$ cat config.mk
export PLATFORM = sky130hd
export DESIGN_NAME = integer_to_radix_digits_unit_flat
export DESIGN_NICKNAME = d
export VERILOG_FILES = /design/src/rtl/core/itd_pkg.sv /design/src/rtl/core/itd_in_if.sv /design/src/rtl/core/itd_out_if.sv /design/src/rtl/core/itd_digit_div.sv /design/src/rtl/core/integer_to_radix_digits_unit.sv /design/src/flat_wrapper.sv
export SDC_FILE = /design/constraint.sdc
export NUM_CORES = 1
export LEC_CHECK = 0
export BUFFER_PORTS_ARGS = -buffer_cell sky130_fd_sc_hd__buf_2
export CORE_ASPECT_RATIO = 0.9
export CORE_MARGIN = 4
export CORE_UTILIZATION = 52
export CTS_CLUSTER_DIAMETER = 150
export DETAILED_ROUTE_END_ITERATION = 6
export GPL_TIMING_DRIVEN = 0
export HOLD_SLACK_MARGIN = 0.05
export PLACE_DENSITY = 0.79
export SLEW_MARGIN = 0
export SYNTH_ARGS = -nofsm -noshare
export SYNTH_HDL_FRONTEND = slang
export SYNTH_SLANG_ARGS = --single-unit
$ cat constraint.sdc
create_clock -name clk_i -period 6 [get_ports clk_i]
set_input_delay 1.8 -clock clk_i [delete_from_list [all_inputs] [get_ports clk_i]]
set_output_delay 1.8 -clock clk_i [all_outputs]
set_load 0.03 [all_outputs]
$ cat src/rtl/core/itd_pkg.sv
package itd_pkg;

  localparam int unsigned VALUE_WIDTH_DEF = 32;
  localparam int unsigned MAX_RADIX_DEF   = 16;
  localparam int unsigned VALUE_MAX_W     = 32;
  localparam int unsigned DIGIT_W         = 4;
  localparam int unsigned RADIX_W         = 5;
  localparam int unsigned CHAR_W          = 8;
  localparam int unsigned COUNT_W         = 32;
  localparam int unsigned APB_DATA_W      = 64;
  localparam int unsigned APB_ADDR_W      = 5;
  localparam int unsigned REG_IDX_W       = 2;

  localparam logic [REG_IDX_W-1:0] REG_RADIX      = 2'd0;
  localparam logic [REG_IDX_W-1:0] REG_CHARS_LOW  = 2'd1;
  localparam logic [REG_IDX_W-1:0] REG_CHARS_HIGH = 2'd2;

  localparam logic [CHAR_W-1:0]  MINUS_CHAR  = 8'h2d;
  localparam logic [RADIX_W-1:0] RADIX_RESET = 5'd10;
  localparam logic [RADIX_W-1:0] RADIX_MIN   = 5'd2;

  typedef struct packed {
    logic                   start;
    logic                   load;
    logic [VALUE_MAX_W-1:0] mag;
  } itd_div_ctrl_t;

  typedef struct packed {
    logic               busy;
    logic               done;
    logic [DIGIT_W-1:0] digit;
    logic               zero;
  } itd_div_stat_t;

endpackage

$ cat src/rtl/core/itd_in_if.sv
interface itd_in_if;
  logic        valid;
  logic        ready;
  logic        func;
  logic [31:0] value;

  modport source (output valid, output func, output value, input ready);
  modport sink   (input valid, input func, input value, output ready);
endinterface

$ cat src/rtl/core/itd_out_if.sv
interface itd_out_if;
  logic        valid;
  logic        ready;
  logic [7:0]  out_char;
  logic        last;
  logic [31:0] char_count;

  modport source (output valid, output out_char, output last, output char_count, input ready);
  modport sink   (input valid, input out_char, input last, input char_count, output ready);
endinterface

$ cat src/rtl/core/itd_digit_div.sv
module itd_digit_div
  import itd_pkg::*;
#(
  parameter int unsigned VALUE_WIDTH = VALUE_WIDTH_DEF
) (
  input  logic               clk_i,
  input  logic               rst_ni,
  input  itd_div_ctrl_t      ctrl_i,
  input  logic [RADIX_W-1:0] radix_i,
  output itd_div_stat_t      stat_o
);

  localparam int unsigned CNT_W = (VALUE_WIDTH > 1) ? $clog2(VALUE_WIDTH) : 1;

  logic [VALUE_WIDTH-1:0] mag_q;
  logic [DIGIT_W-1:0]     rem_q;
  logic [CNT_W-1:0]       cnt_q;
  logic                   busy_q, done_q, nz_q;
  logic [DIGIT_W-1:0]     digit_q;
  logic                   zero_q;

  logic [RADIX_W-1:0] trial;
  logic               ge;
  logic [RADIX_W-1:0] rem_next;

  // one quotient bit per cycle, remainder stays below the radix
  assign trial    = {rem_q, mag_q[VALUE_WIDTH-1]};
  assign ge       = (trial >= radix_i);
  assign rem_next = ge ? (trial - radix_i) : trial;

  always_ff @(posedge clk_i or negedge rst_ni) begin
    if (!rst_ni) begin
      busy_q <= 1'b0;
      done_q <= 1'b0;
      cnt_q  <= '0;
    end else begin
      done_q <= 1'b0;
      if (ctrl_i.start) begin
        busy_q <= 1'b1;
        cnt_q  <= '0;
      end else if (busy_q) begin
        cnt_q <= cnt_q + 1'b1;
        if (cnt_q == CNT_W'(VALUE_WIDTH - 1)) begin
          busy_q <= 1'b0;
          done_q <= 1'b1;
        end
      end
    end
  end

  always_ff @(posedge clk_i) begin
    if (ctrl_i.start) begin
      rem_q <= '0;
      nz_q  <= 1'b0;
      if (ctrl_i.load) begin
        mag_q <= ctrl_i.mag[VALUE_WIDTH-1:0];
      end
    end else if (busy_q) begin
      mag_q <= {mag_q[VALUE_WIDTH-2:0], ge};
      rem_q <= rem_next[DIGIT_W-1:0];
      nz_q  <= nz_q | ge;
      if (cnt_q == CNT_W'(VALUE_WIDTH - 1)) begin
        digit_q <= rem_next[DIGIT_W-1:0];
        zero_q  <= !(nz_q | ge);
      end
    end
  end

  assign stat_o.busy  = busy_q;
  assign stat_o.done  = done_q;
  assign stat_o.digit = digit_q;
  assign stat_o.zero  = zero_q;

endmodule

$ cat src/rtl/core/integer_to_radix_digits_unit.sv
// Integer to radix text converter.
// in_i carries one request: func (0 signed, 1 unsigned) and value. out_o
// carries one character per transfer, most significant digit first, with a
// leading '-' for a negative signed value, last on the final character and
// a running char_count that is one on the first character after reset.
// Radix and the 16-entry digit alphabet are set over the APB port
// (radix at 0x00, digits 0-7 at 0x08, digits 8-15 at 0x10).
// Each digit comes from the bit-serial restoring divider; once all digits
// are in, the characters (the digits and any '-') leave through the output
// register at one per cycle while the receiver holds out_o.ready high.
// in_i.ready is high only while no request is in work; the next request is
// taken while the final character still waits in the output register.
// A stalled receiver holds the output register and pauses the emission.
// Reset clears the character count, empties the output and restores
// radix 10 with an all-zero alphabet.
module integer_to_radix_digits_unit
  import itd_pkg::*;
#(
  parameter int unsigned VALUE_WIDTH = VALUE_WIDTH_DEF,
  parameter int unsigned MAX_RADIX   = MAX_RADIX_DEF
) (
  input  logic                  clk_i,
  input  logic                  rst_ni,
  itd_in_if.sink                in_i,
  itd_out_if.source             out_o,
  input  logic                  psel,
  input  logic                  penable,
  input  logic                  pwrite,
  input  logic [APB_ADDR_W-1:0] paddr,
  input  logic [APB_DATA_W-1:0] pwdata,
  output logic [APB_DATA_W-1:0] prdata,
  output logic                  pready
);

  localparam int unsigned N_W   = $clog2(VALUE_WIDTH + 1);
  localparam int unsigned IDX_W = $clog2(VALUE_WIDTH);

  typedef enum logic [2:0] {
    S_IDLE = 3'b001,
    S_DIV  = 3'b010,
    S_EMIT = 3'b100
  } state_e;

  state_e state_q, state_d;

  logic [RADIX_W-1:0] radix_q;
  logic [63:0]        chars_low_q, chars_high_q;

  logic [DIGIT_W-1:0] stack_q [VALUE_WIDTH];
  logic [N_W-1:0]     n_q, n_d;
  logic               minus_q, minus_d, neg_q;
  logic [COUNT_W-1:0] count_q;

  logic               ov_q;
  logic [CHAR_W-1:0]  och_q;
  logic               olast_q;
  logic [COUNT_W-1:0] ocnt_q;

  itd_div_ctrl_t div_ctrl;
  itd_div_stat_t div_stat;

  logic [RADIX_W-1:0]     eff_radix;
  logic [VALUE_WIDTH-1:0] v_in;
  logic                   neg_in;
  logic                   in_acc, can_load, emit, wr;
  logic [REG_IDX_W-1:0]   reg_idx;
  logic [N_W-1:0]         n_inc, n_dec;
  logic [127:0]           alphabet;
  logic [DIGIT_W-1:0]     rd_digit;
  logic [CHAR_W-1:0]      char_d;
  logic                   last_d;

  // configuration
  assign pready  = 1'b1;
  assign reg_idx = paddr[APB_ADDR_W-1:3];
  assign wr      = psel & penable & pwrite;

  always_ff @(posedge clk_i or negedge rst_ni) begin
    if (!rst_ni) begin
      radix_q      <= RADIX_RESET;
      chars_low_q  <= '0;
      chars_high_q <= '0;
    end else if (wr) begin
      case (reg_idx)
        REG_RADIX:      radix_q      <= pwdata[RADIX_W-1:0];
        REG_CHARS_LOW:  chars_low_q  <= pwdata;
        REG_CHARS_HIGH: chars_high_q <= pwdata;
        default: ;
      endcase
    end
  end

  always_comb begin
    case (reg_idx)
      REG_RADIX:      prdata = {{(APB_DATA_W-RADIX_W){1'b0}}, radix_q};
      REG_CHARS_LOW:  prdata = chars_low_q;
      REG_CHARS_HIGH: prdata = chars_high_q;
      default:        prdata = '0;
    endcase
  end

  always_comb begin
    eff_radix = radix_q;
    if (radix_q < RADIX_MIN) begin
      eff_radix = RADIX_MIN;
    end else if (radix_q > RADIX_W'(MAX_RADIX)) begin
      eff_radix = RADIX_W'(MAX_RADIX);
    end
  end

  // request intake
  assign v_in     = in_i.value[VALUE_WIDTH-1:0];
  assign neg_in   = !in_i.func && v_in[VALUE_WIDTH-1];
  assign in_i.ready = (state_q == S_IDLE);
  assign in_acc   = in_i.valid && in_i.ready;

  assign can_load = !ov_q || out_o.ready;
  assign emit     = (state_q == S_EMIT) && can_load;
  assign n_inc    = n_q + 1'b1;
  assign n_dec    = n_q - 1'b1;
  assign alphabet = {chars_high_q, chars_low_q};
  assign rd_digit = stack_q[n_dec[IDX_W-1:0]];

  always_comb begin
    if (minus_q) begin
      char_d = MINUS_CHAR;
      last_d = 1'b0;
    end else begin
      char_d = alphabet[rd_digit*CHAR_W +: CHAR_W];
      last_d = (n_q == N_W'(1));
    end
  end

  always_comb begin
    state_d      = state_q;
    n_d          = n_q;
    minus_d      = minus_q;
    div_ctrl     = '0;
    case (state_q)
      S_IDLE: begin
        if (in_acc) begin
          div_ctrl.start = 1'b1;
          div_ctrl.load  = 1'b1;
          div_ctrl.mag   = VALUE_MAX_W'(neg_in ? (~v_in + 1'b1) : v_in);
          n_d            = '0;
          state_d        = S_DIV;
        end
      end
      S_DIV: begin
        if (div_stat.done) begin
          n_d = n_inc;
          if (div_stat.zero || n_inc == N_W'(VALUE_WIDTH)) begin
            minus_d = neg_q;
            state_d = S_EMIT;
          end else begin
            div_ctrl.start = 1'b1;
          end
        end
      end
      S_EMIT: begin
        if (emit) begin
          if (minus_q) begin
            minus_d = 1'b0;
          end else begin
            n_d = n_dec;
            if (n_q == N_W'(1)) begin
              state_d = S_IDLE;
            end
          end
        end
      end
      default: state_d = S_IDLE;
    endcase
  end

  always_ff @(posedge clk_i or negedge rst_ni) begin
    if (!rst_ni) begin
      state_q <= S_IDLE;
      n_q     <= '0;
      minus_q <= 1'b0;
      count_q <= '0;
      ov_q    <= 1'b0;
    end else begin
      state_q <= state_d;
      n_q     <= n_d;
      minus_q <= minus_d;
      if (emit) begin
        ov_q    <= 1'b1;
        count_q <= count_q + 1'b1;
      end else if (out_o.ready) begin
        ov_q <= 1'b0;
      end
    end
  end

  always_ff @(posedge clk_i) begin
    if (in_acc) begin
      neg_q <= neg_in;
    end
    if ((state_q == S_DIV) && div_stat.done) begin
      stack_q[n_q[IDX_W-1:0]] <= div_stat.digit;
    end
    if (emit) begin
      och_q   <= char_d;
      olast_q <= last_d;
      ocnt_q  <= count_q + 1'b1;
    end
  end

  assign out_o.valid      = ov_q;
  assign out_o.out_char   = och_q;
  assign out_o.last       = olast_q;
  assign out_o.char_count = ocnt_q;

  itd_digit_div #(
    .VALUE_WIDTH(VALUE_WIDTH)
  ) u_div (
    .clk_i   (clk_i),
    .rst_ni  (rst_ni),
    .ctrl_i  (div_ctrl),
    .radix_i (eff_radix),
    .stat_o  (div_stat)
  );

  a_done_in_div: assert property (@(posedge clk_i) disable iff (!rst_ni)
    div_stat.done |-> (state_q == S_DIV))
    else $error("divider finished outside the divide phase");

  a_emit_has_chars: assert property (@(posedge clk_i) disable iff (!rst_ni)
    (state_q == S_EMIT) |-> (n_q != '0))
    else $error("emit phase with an empty digit stack");

  a_depth: assert property (@(posedge clk_i) disable iff (!rst_ni)
    n_q <= N_W'(VALUE_WIDTH))
    else $error("digit count beyond value width");

  a_div_idle_busy: assert property (@(posedge clk_i) disable iff (!rst_ni)
    (state_q == S_DIV) && !div_stat.done |-> div_stat.busy || $past(div_ctrl.start))
    else $error("divide phase with the divider stopped");

endmodule
$ cat src/flat_wrapper.sv
// flat-port wrapper written by rule: the top's interface ports become plain ports
module integer_to_radix_digits_unit_flat import itd_pkg::*;
#(
  parameter int unsigned VALUE_WIDTH = VALUE_WIDTH_DEF,
  parameter int unsigned MAX_RADIX   = MAX_RADIX_DEF
)
  (clk_i, rst_ni, psel, penable, pwrite, paddr, pwdata, prdata, pready, in_i_valid, in_i_func, in_i_value, in_i_ready, out_o_valid, out_o_out_char, out_o_last, out_o_char_count, out_o_ready);
  itd_in_if in_i_i ();
  itd_out_if out_o_i ();
  input  logic clk_i;
  input  logic rst_ni;
  input  logic psel;
  input  logic penable;
  input  logic pwrite;
  input  logic [APB_ADDR_W-1:0] paddr;
  input  logic [APB_DATA_W-1:0] pwdata;
  output logic [APB_DATA_W-1:0] prdata;
  output logic pready;
  input wire logic [$bits(in_i_i.valid)-1:0] in_i_valid;
  input wire logic [$bits(in_i_i.func)-1:0] in_i_func;
  input wire logic [$bits(in_i_i.value)-1:0] in_i_value;
  output wire logic [$bits(in_i_i.ready)-1:0] in_i_ready;
  output wire logic [$bits(out_o_i.valid)-1:0] out_o_valid;
  output wire logic [$bits(out_o_i.out_char)-1:0] out_o_out_char;
  output wire logic [$bits(out_o_i.last)-1:0] out_o_last;
  output wire logic [$bits(out_o_i.char_count)-1:0] out_o_char_count;
  input wire logic [$bits(out_o_i.ready)-1:0] out_o_ready;
  assign in_i_i.valid = in_i_valid;
  assign in_i_i.func = in_i_func;
  assign in_i_i.value = in_i_value;
  assign in_i_ready = in_i_i.ready;
  assign out_o_valid = out_o_i.valid;
  assign out_o_out_char = out_o_i.out_char;
  assign out_o_last = out_o_i.last;
  assign out_o_char_count = out_o_i.char_count;
  assign out_o_i.ready = out_o_ready;
  integer_to_radix_digits_unit #(.VALUE_WIDTH(VALUE_WIDTH), .MAX_RADIX(MAX_RADIX)) u_core (.clk_i(clk_i), .rst_ni(rst_ni), .in_i(in_i_i), .out_o(out_o_i), .psel(psel), .penable(penable), .pwrite(pwrite), .paddr(paddr), .pwdata(pwdata), .prdata(prdata), .pready(pready));
endmodule
# After elaboration in Yosys (flattened, before gate mapping)
# Memory sizes are Yosys's and may differ from the RTL's.
# Index checks and enable logic that the tools add are counted.
# totals
ram_bits	128
input_bits	109
mem_bits_ro	0
word_cells	114
latchBits	0
mem_count	1
output_inout_bits	108
register_bits	267
# op_classes
magnitude_cmp	3
n_eq_ne	15
n_shift	1
div	0
reduce_logical	22
addsub	6
bitwise	5
mux	41
mul	0
# mem_list
memory	words	width	read_ports	rd_clocked_by_memory_dff	write_ports	line	text
u_core.stack_q	32	4	1	0	1	integer_to_radix_digits_unit.sv:49	logic [DIGIT_W-1:0] stack_q [VALUE_WIDTH];
# op_table
operator	count
one-hot mux 64 bit (3 select lines)	1
two-way mux 32 bit	4
variable part select 128 x 8 -> 8 bit	1
adder 32 x 1 -> 32 bit, second input constant	2
two-way mux 34 bit	1
two-way mux 33 bit	1
inverter 32 bit	1
two-way mux 6 bit	4
two-way mux 5 bit	4
two-way mux 3 bit	6
one-hot mux 6 bit (3 select lines)	1
two-way mux 1 bit	15
inequality test 2 bit, second input constant	5
one-hot mux 3 bit (3 select lines)	1
AND reduction 2 bit	4
adder 6 x 1 -> 6 bit, second input constant	1
equality test 6 x 1 -> 1 bit, second input constant	1
equality test 6 bit, second input constant	1
AND reduction 6 bit	1
nonzero test 2 bit	3
subtractor 6 x 1 -> 6 bit, second input constant	1
adder 5 x 1 -> 5 bit, second input constant	1
equality test 5 bit, second input constant	1
greater-or-equal comparator 5 bit	1
other kinds (22)	31

# Longest topological paths before layout
# Gate-level depths: netlist (run 1).
# logic_depth
ltp_word	8
ltp_mapped	17
depth_no_buf	11

# By module
# Synthesis (run 1) repeated with hierarchy kept, for this count alone.
# unflattened
cells_unflattened	1503
hier_area_um2	19222.2
# by_module_without_submodules
module	area_per_inst_um2	cells_each	instances	seq_area_each_um2
integer_to_radix_digits_unit	16888.7	1337	1	9512.9
itd_digit_div	2333.5	166	1	1386.3

# Worst setup path before layout (run 1)
# Ideal clock, no wire load.
# synth_timing
path_type	in2out
start	in paddr[3]
end	out prdata[17]
path_slack_ns	0.817
cell_stages	6
arrival_ns	3.383
required_time_ns	4.200
cell_sequence	clkbuf_1 > nor2b_1 > clkbuf_1 > clkbuf_1 > buf_1 > a22o_1
# synth_between
elab_chain_len	2
word_cells_on_any_way	4
# synth_lines
item	line	text
from (decl)	flat_wrapper.sv:15	input logic [APB_ADDR_W-1:0] paddr;
equality test 2 bit (tied with other cells)	integer_to_radix_digits_unit.sv:94	case (reg_idx)
one-hot mux 64 bit (3 select lines) (*)	integer_to_radix_digits_unit.sv:94	
to (decl)	flat_wrapper.sv:17	output logic [APB_DATA_W-1:0] prdata;
# Every way passes the cells marked *; elsewhere a longest branch is shown, timed or not.

# Worst setup path after layout (run 1)
# layout_timing
start	in paddr[3]
end	out prdata[8]
# The elaborated chain is that of the path after synthesis.

==> out/summary.md, run 1 <==
- 1449 — number of DRC markers after the initial detailed-route iteration
- 4.20 ns — required time reported for the critical path endpoint
- 1483 — post-synthesis cell count
- in -> out — kind of critical path
- 12.6 um^2 — post-synthesis area per instance
- 217 — Ports
- 13679 — routed via count
- 0.971 — placer congestion estimate
- 0.397 mV — largest voltage drop on the vdd net
- 2166 — Placed Cells
- 23.1 um — average detailed-routed wire length per instance
- u_core.n_q[0] — startpoint of the worst-slack reg-to-reg timing path
- 98 — pin count of the biggest net entering global routing
- 0.481 ns — worst hold slack
- finished, violations left — run status
- 395 — Clock Sink Count
- 16.3% — synth-to-layout area growth
- 0 — Setup Fix Bufs, Post-CTS
- 65 — count of standard-cell rows
- 2 — Max H-tree Level
- output pin — Critical Path Sink Type
- 3 — number of buffers on the longest clock path
- 4 — Buf+Inv Stages, Crit Path
- 36.7 mm — final HPWL from detailed placement
- sky130_fd_sc_hd__edfxtp_1 — predominant post-synthesis flop cell
- reg -> reg — class of the worst hold path
- sky130_fd_sc_hd__buf_1 — cell with the largest stage delay on the worst path
- 35300 um^2 — Core Region
- 11 — count of unresolved DRC violations after routing
- 0.274 — fraction of layout instances using a drive strength above 1
- 561 nW/um^2 — PD cells
- 1863 — layout net count
- 18700 um^2 — mapped cell area
- 0.05 ns — clock transition at the registers of the reported paths
- 0 — Final Hold Viols
- 0.159 ns — slack of the critical path
- 41 — TritonCTS buffer count
- sky130_fd_sc_hd__clkbuf_16 — buffer cell driving the clock tree root
- 0 — DRT antenna net count
- 51.7 mm — detailed-route wire length
- 0.55 ns — clk_lat worst skew
- 0.0294 ns — largest clock skew in the final design
- 0.258 — global-route usage over all layers
- buffers and inverters — CP top delay family
- 39100 um^2 — die footprint
- 211 — I/O Buffers
- 0.974 — Final period util
- primary input — CP Launch Type
- 0.485 — portion of total power attributed to combinational logic
- clkbuf_1, nor2b_1, clkbuf_1, buf_1, a22o_1, buf_2 — CP cell instances
- 0 — max cap viols
- 13547 — vias in the first global route
- 188 um — Die Y-Extent
- 21800 um^2 — post-route cell area
- 0.582 — sequential-to-total area share from yosys stat
- 0 — final-report setup violation count
- 0.463 — async set-or-reset flop fraction in the synthesized netlist
- 0.311 — relative contribution of sequential cells to total power
- 0 — number of hold buffers added after CTS
- 0.256 — Max transition margin
- done — CTS tree
- 10 — highest net fanout along the worst path
- 0.73 ns — critical path's largest stage delay
- false — RSZ-0062 raised after global routing
- 2242 — Cell Count, Final, Fillers Out
- 2742 — number of fill cells in the layout
- 395 — synthesized flop and latch total
- 65 — Netlist cell types
- paddr[3] — start point of the critical path
- 0.432 — Switching Fraction
- -0.186 ns — pre-CTS setup slack
- 0 — number of slew-limit violations in the final report
- 5.84 ns — final critical-path required period
- 5.28 mW — Sw Pwr
- 1.11 ns — transition time of the tightest slew-check pin
- sky130_fd_sc_hd__buf_2, sky130_fd_sc_hd__edfxtp_1, sky130_fd_sc_hd__dfrtp_1, sky130_fd_sc_hd__mux2_2, sky130_fd_sc_hd__nand3_1 — commonest cells after routing, fill and taps aside
- 0.171 GHz — maximum clock frequency
- 1606 — Net Count, Synth
- 0 — count of yosys warnings during synthesis
- 79.4 mm — wire length of the first global-routing pass
- 4.04 ns — signal arrival time at the worst endpoint
- 0.204 — clock power share
- design-rule violations — failing checks
- 6.10 — per-cell via count in the routed design
- u_core.u_div.nz_q — start point of the worst hold path
- 6.93 mW — cell internal power dissipation
- 0.530 — Initial Utilization
- 207 — EDFF count, synth
- 208 um — horizontal die dimension
- sky130_fd_sc_hd__buf_2 — most frequent standard cell in the layout excluding fill and tap cells
- 0 — final global-route overflow total
- 6 — initial antenna violation count
- 7 — number of search-and-repair iterations in the first detailed-routing pass
- 20500 um^2 — standard cell area after detailed placement
- 8.88 nW — leakage power figure
- 12.2 mW — PnR Total Power
- sky130_fd_sc_hd__clkbuf_1 — CP dominant cell by count
[area by class of cell]
class,count,area [um^2],area share
Sequential cell,395,10900,0.501
Multi-Input combinational cell,978,7390,0.339
Clock buffer,61,1160,0.0533
Timing Repair Buffer,214,1130,0.0521
Tap cell,469,587,0.0269
Buffer,91,383,0.0176
Clock inverter,14,149,0.00684
Inverter,19,71.3,0.00328
Antenna cell,1,2.50,0.000115
[through the flow]
stage	TNS (ns)	util
4_1_cts	0	0.617
6_report	0	0.617
3_5_place_dp	-1.56	0.579
5_1_grt	0	0.617
3_3_place_gp	-11.43	0.577
2_1_floorplan	0	-
[cells in the mapped netlist, types with 14 or more instances]
cell type                    n  area, um^2
sky130_fd_sc_hd__nand3_1   107         536
sky130_fd_sc_hd__dfrtp_1   180        4500
sky130_fd_sc_hd__xnor2_1    42         368
sky130_fd_sc_hd__clkbuf_1   67         251
sky130_fd_sc_hd__a22o_1     62         543
sky130_fd_sc_hd__mux4_2     28         631
sky130_fd_sc_hd__mux2i_1    38         380
sky130_fd_sc_hd__o21ai_0    94         470
sky130_fd_sc_hd__mux2_2    142        1600
sky130_fd_sc_hd__nor3b_1    18         135
sky130_fd_sc_hd__nor3_1     18        90.1
sky130_fd_sc_hd__nor2_1     91         342
sky130_fd_sc_hd__a21oi_1    19        95.1
sky130_fd_sc_hd__edfxtp_1  207        6220
sky130_fd_sc_hd__nand2_1   104         390
sky130_fd_sc_hd__inv_1      19        71.3
sky130_fd_sc_hd__xor2_1     57         499
sky130_fd_sc_hd__buf_2      14        70.1
[timing repair]
item,4_1_cts,5_1_grt
cloned,0,0
resized for setup,1,4
endpoints found under the hold margin,0,0
setup endpoints to repair,10,18
[registers in the layout (all words and copies together) (netlist names), 3 cells and up]
name                     flops
u_core.u_div.cnt_q           5
u_core.count_q              32
u_core.out_o.char_count     32
u_core.stack_q             128
u_core.out_o.out_char        8
u_core.chars_low_q          64
u_core.u_div.mag_q          32
u_core.n_q                   6
u_core.chars_high_q         64
u_core.state_q               3
u_core.u_div.digit_q         4
u_core.u_div.rem_q           4
u_core.radix_q               5
[worst reg2reg max path: stages (launching register included)]
cell	delay, ns
sky130_fd_sc_hd__dfrtp_1	0.38
sky130_fd_sc_hd__buf_4	0.25
sky130_fd_sc_hd__buf_2	0.28
sky130_fd_sc_hd__buf_2	0.38
sky130_fd_sc_hd__buf_2	0.36
sky130_fd_sc_hd__inv_1	0.12
sky130_fd_sc_hd__ha_1	0.37
sky130_fd_sc_hd__clkbuf_1	0.37
sky130_fd_sc_hd__clkbuf_1	0.61
sky130_fd_sc_hd__mux4_2	0.41
sky130_fd_sc_hd__mux2i_1	0.17
sky130_fd_sc_hd__mux2_2	0.26
sky130_fd_sc_hd__or3b_1	0.37
sky130_fd_sc_hd__o21ai_1	0.37
sky130_fd_sc_hd__buf_2	0.37
sky130_fd_sc_hd__nand3_1	0.12
sky130_fd_sc_hd__o2111ai_1	0.14
sky130_fd_sc_hd__o2bb2ai_1	0.12
[worst paths after layout]
path	to	slack, ns	cells after the start
max	prdata[8]	0.16	6
min	u_core.u_div.nz_q	0.48	2
max reg2reg	u_core.out_o.out_char[7]	0.29	17
min reg2reg	u_core.u_div.nz_q	0.48	2
max in group asynchronous	u_core.radix_q[1]	3.78	2
min in group asynchronous	u_core.count_q[13]	1.27	1
[layer usage]
metal / wire length (um) / global-route usage / vias up
met5: 57 / 0 / -
met4: 1640 / 0.0864 / 8
met3: 5350 / 0.0659 / 130
met2: 23000 / 0.382 / 743
met1: 21700 / 0.376 / 6775
li1: - / - / 6023
[power by group through the flow]
stage | clock [mW] | combinational, mW | sequential (mW)
6_report | 2.49 | 5.92 | 3.80
5_1_grt | 2.65 | 6.24 | 3.84
4_1_cts | 2.52 | 5.69 | 3.79
3_5_place_dp | 0 | 5.65 | 3.83
3_3_place_gp | 0 | 5.57 | 3.82
2_1_floorplan | 0 | 3.78 | 3.84
[kinds of logic after synthesis]
kind of cell,count (synthesis),share of synthesized area
other,1,0.000200
buffers and inverters,110,0.0240
DFF,395,0.582
and+or+nand+nor,405,0.105
adders and majority gates,14,0.00976
xor gates and xnor gates,100,0.0472
muxes,216,0.144
AOI/OAI and AO/OA,242,0.0870
(Power assumes the default switching activity.)
==> inputs of run 2 (changes only) <==
- CTS_BUF_LIST: unset -> sky130_fd_sc_hd__clkbuf_4
==> out/summary.md, run 2 (same netlist as run 1, synthesis figures left out) <==
- primary input — CP Launch Type
- 1411 — number of DRC markers after the initial detailed-route iteration
- 0 — max cap viols
- 3 — number of buffers on the longest clock path
- done — CTS tree
- 10 — highest net fanout along the worst path
- 0.71 ns — critical path's largest stage delay
- 36.7 mm — final HPWL from detailed placement
- sky130_fd_sc_hd__buf_2, sky130_fd_sc_hd__edfxtp_1, sky130_fd_sc_hd__dfrtp_1, sky130_fd_sc_hd__clkbuf_4, sky130_fd_sc_hd__mux2_2 — commonest cells after routing, fill and taps aside
- 0 — final global-route overflow total
- 0.971 — placer congestion estimate
- 0.06 ns — clock transition at the registers of the reported paths
- reg -> reg — class of the worst hold path
- 0.196 — clock power share
- 4.20 ns — required time reported for the critical path endpoint
- sky130_fd_sc_hd__buf_2 — most frequent standard cell in the layout excluding fill and tap cells
- 0.316 — fraction of layout instances using a drive strength above 1
- 0.439 — Switching Fraction
- u_core.count_q[31] — start point of the worst hold path
- 0.33 ns — flop-to-flop setup slack
- 39100 um^2 — die footprint
- 4.03 ns — signal arrival time at the worst endpoint
- 6 — initial antenna violation count
- 0.171 GHz — maximum clock frequency
- u_core.out_o.out_char[7] — endpoint of the most critical register-to-register path
- completed — run status
- 211 — I/O Buffers
- 554 nW/um^2 — PD cells
- u_core.n_q[0] — startpoint of the worst-slack reg-to-reg timing path
- clkbuf_1, nor2b_1, clkbuf_1, buf_1, a22o_1, buf_2 — CP cell instances
- 0 — Final Hold Viols
- 0.384 mV — largest voltage drop on the vdd net
- 0 — final-report setup violation count
- 395 — Clock Sink Count
- 14051 — vias in the first global route
- 0 ns — final sum of negative setup slack
- 4 — Buf+Inv Stages, Crit Path
- 2351 — Cell Count, Final, Fillers Out
- 0.261 — global-route usage over all layers
- 35300 um^2 — Core Region
- 0.243 — Max transition margin
- 0.314 — relative contribution of sequential cells to total power
- 0.77 ns — clk_lat worst skew
- 52.0 mm — detailed-route wire length
- 5.31 mW — Sw Pwr
- 208 um — horizontal die dimension
- 5.83 ns — final critical-path required period
- 1 — hold depth
- 217 — Ports
- 188 um — Die Y-Extent
- sky130_fd_sc_hd__clkbuf_1 — CP dominant cell by count
- 5.98 — per-cell via count in the routed design
- 128 — flip-flop count of the largest register after layout
- 1919 — layout net count
- 17 — path depth of the worst reg2reg path
- 0 — number of slew-limit violations in the final report
- 0.0568 ns — largest clock skew in the final design
- 9.06 nW — leakage power figure
- 0.530 — Initial Utilization
- 14061 — routed via count
- sky130_fd_sc_hd__clkbuf_4 — buffer cell driving the clock tree root
- false — RSZ-0062 raised after global routing
- 6.78 mW — cell internal power dissipation
- u_core.count_q[31] — end of the worst hold path
- 0.490 — portion of total power attributed to combinational logic
- 98 — pin count of the biggest net entering global routing
- buffers and inverters — CP top delay family
- 97 — TritonCTS buffer count
- output pin — Critical Path Sink Type
- 1.13 ns — transition time of the tightest slew-check pin
- in -> out — kind of critical path
- 22.1 um — average detailed-routed wire length per instance
- 16.6% — synth-to-layout area growth
- sky130_fd_sc_hd__buf_1 — cell with the largest stage delay on the worst path
- 3 — Max H-tree Level
- 65 — count of standard-cell rows
- 0.972 — Final period util
- 80.3 mm — wire length of the first global-routing pass
- 0 — DRT antenna net count
- 0 — count of unresolved DRC violations after routing
- 6 — number of search-and-repair iterations in the first detailed-routing pass
- 2166 — Placed Cells
run 2: worst max path at each step:
stage / from / to / slack [ns] / cells after the start
finish: paddr[3] / prdata[8] / 0.17 / 6
global route: u_core.n_q[0] / u_core.out_o.out_char[4] / 0.02 / 17
CTS: paddr[3] / prdata[19] / 0.09 / 7
detailed placement: paddr[3] / prdata[19] / -0.19 / 7
global placement: u_core.n_q[0] / u_core.u_div.mag_q[11] / -0.32 / 10
floorplan: paddr[3] / prdata[17] / 0.82 / 6
run 2: worst register-to-register path, delay by kind of cell, from the launching register on:
| family | cells | cell delay [ns] |
|---|---|---|
| buffers and inverters | 8 | 2.74 |
| muxes | 3 | 0.84 |
| AOI/OAI and AO/OA | 3 | 0.63 |
| and+or+nand+nor | 2 | 0.49 |
| DFF | 1 | 0.38 |
| adders and majority gates | 1 | 0.36 |
run 2: repair_timing:
item                                    in CTS  in global routing
endpoints found under the setup margin      10                 18
gates resized for setup                      1                  5
gates cloned                                 0                  0
hold buffers                                 0                  0
setup buffers                                0                  0
run 2: through the flow:
| stage | hold WS [ns] | cell area, um^2 | worst slack, ns | util | power, mW |
|---|---|---|---|---|---|
| floorplan | 0.437 | 18700 | 0.817 | - | 7.62 |
| global placement | 0.448 | 20400 | -0.317 | 0.577 | 9.39 |
| detailed placement | 0.460 | 20500 | -0.186 | 0.579 | 9.48 |
| CTS | 0.477 | 21800 | 0.0894 | 0.618 | 11.9 |
| global route | 0.507 | 21800 | 0.0163 | 0.618 | 12.7 |
| finish | 0.485 | 21800 | 0.166 | 0.618 | 12.1 |
run 2: layer usage:
| layer | up-vias | track usage | part of all wire |
|---|---|---|---|
| li1 | 6205 | - | - |
| met1 | 6934 | 0.370 | 0.41 |
| met2 | 781 | 0.386 | 0.44 |
| met3 | 131 | 0.0781 | 0.11 |
| met4 | 10 | 0.0922 | 0.032 |
| met5 | - | 0 | 0.0013 |
run 2: power groups by stage:
stage	clock network, mW	registers, mW	logic, mW
floorplan	0	3.84	3.78
global placement	0	3.82	5.57
detailed placement	0	3.83	5.65
CTS	2.41	3.78	5.69
global route	2.58	3.84	6.24
finish	2.37	3.80	5.92
run 2: final cells by class:
cell class | count | area [um^2]
fill | 2774 | 13500
tap | 469 | 587
buffer | 91 | 383
sequential | 395 | 10900
antenna | 3 | 7.51
multi-input combinational | 978 | 7390
timing repair buffer | 214 | 1130
clock buffer | 158 | 1190
clock inverter | 24 | 165
inverter | 19 | 71.3
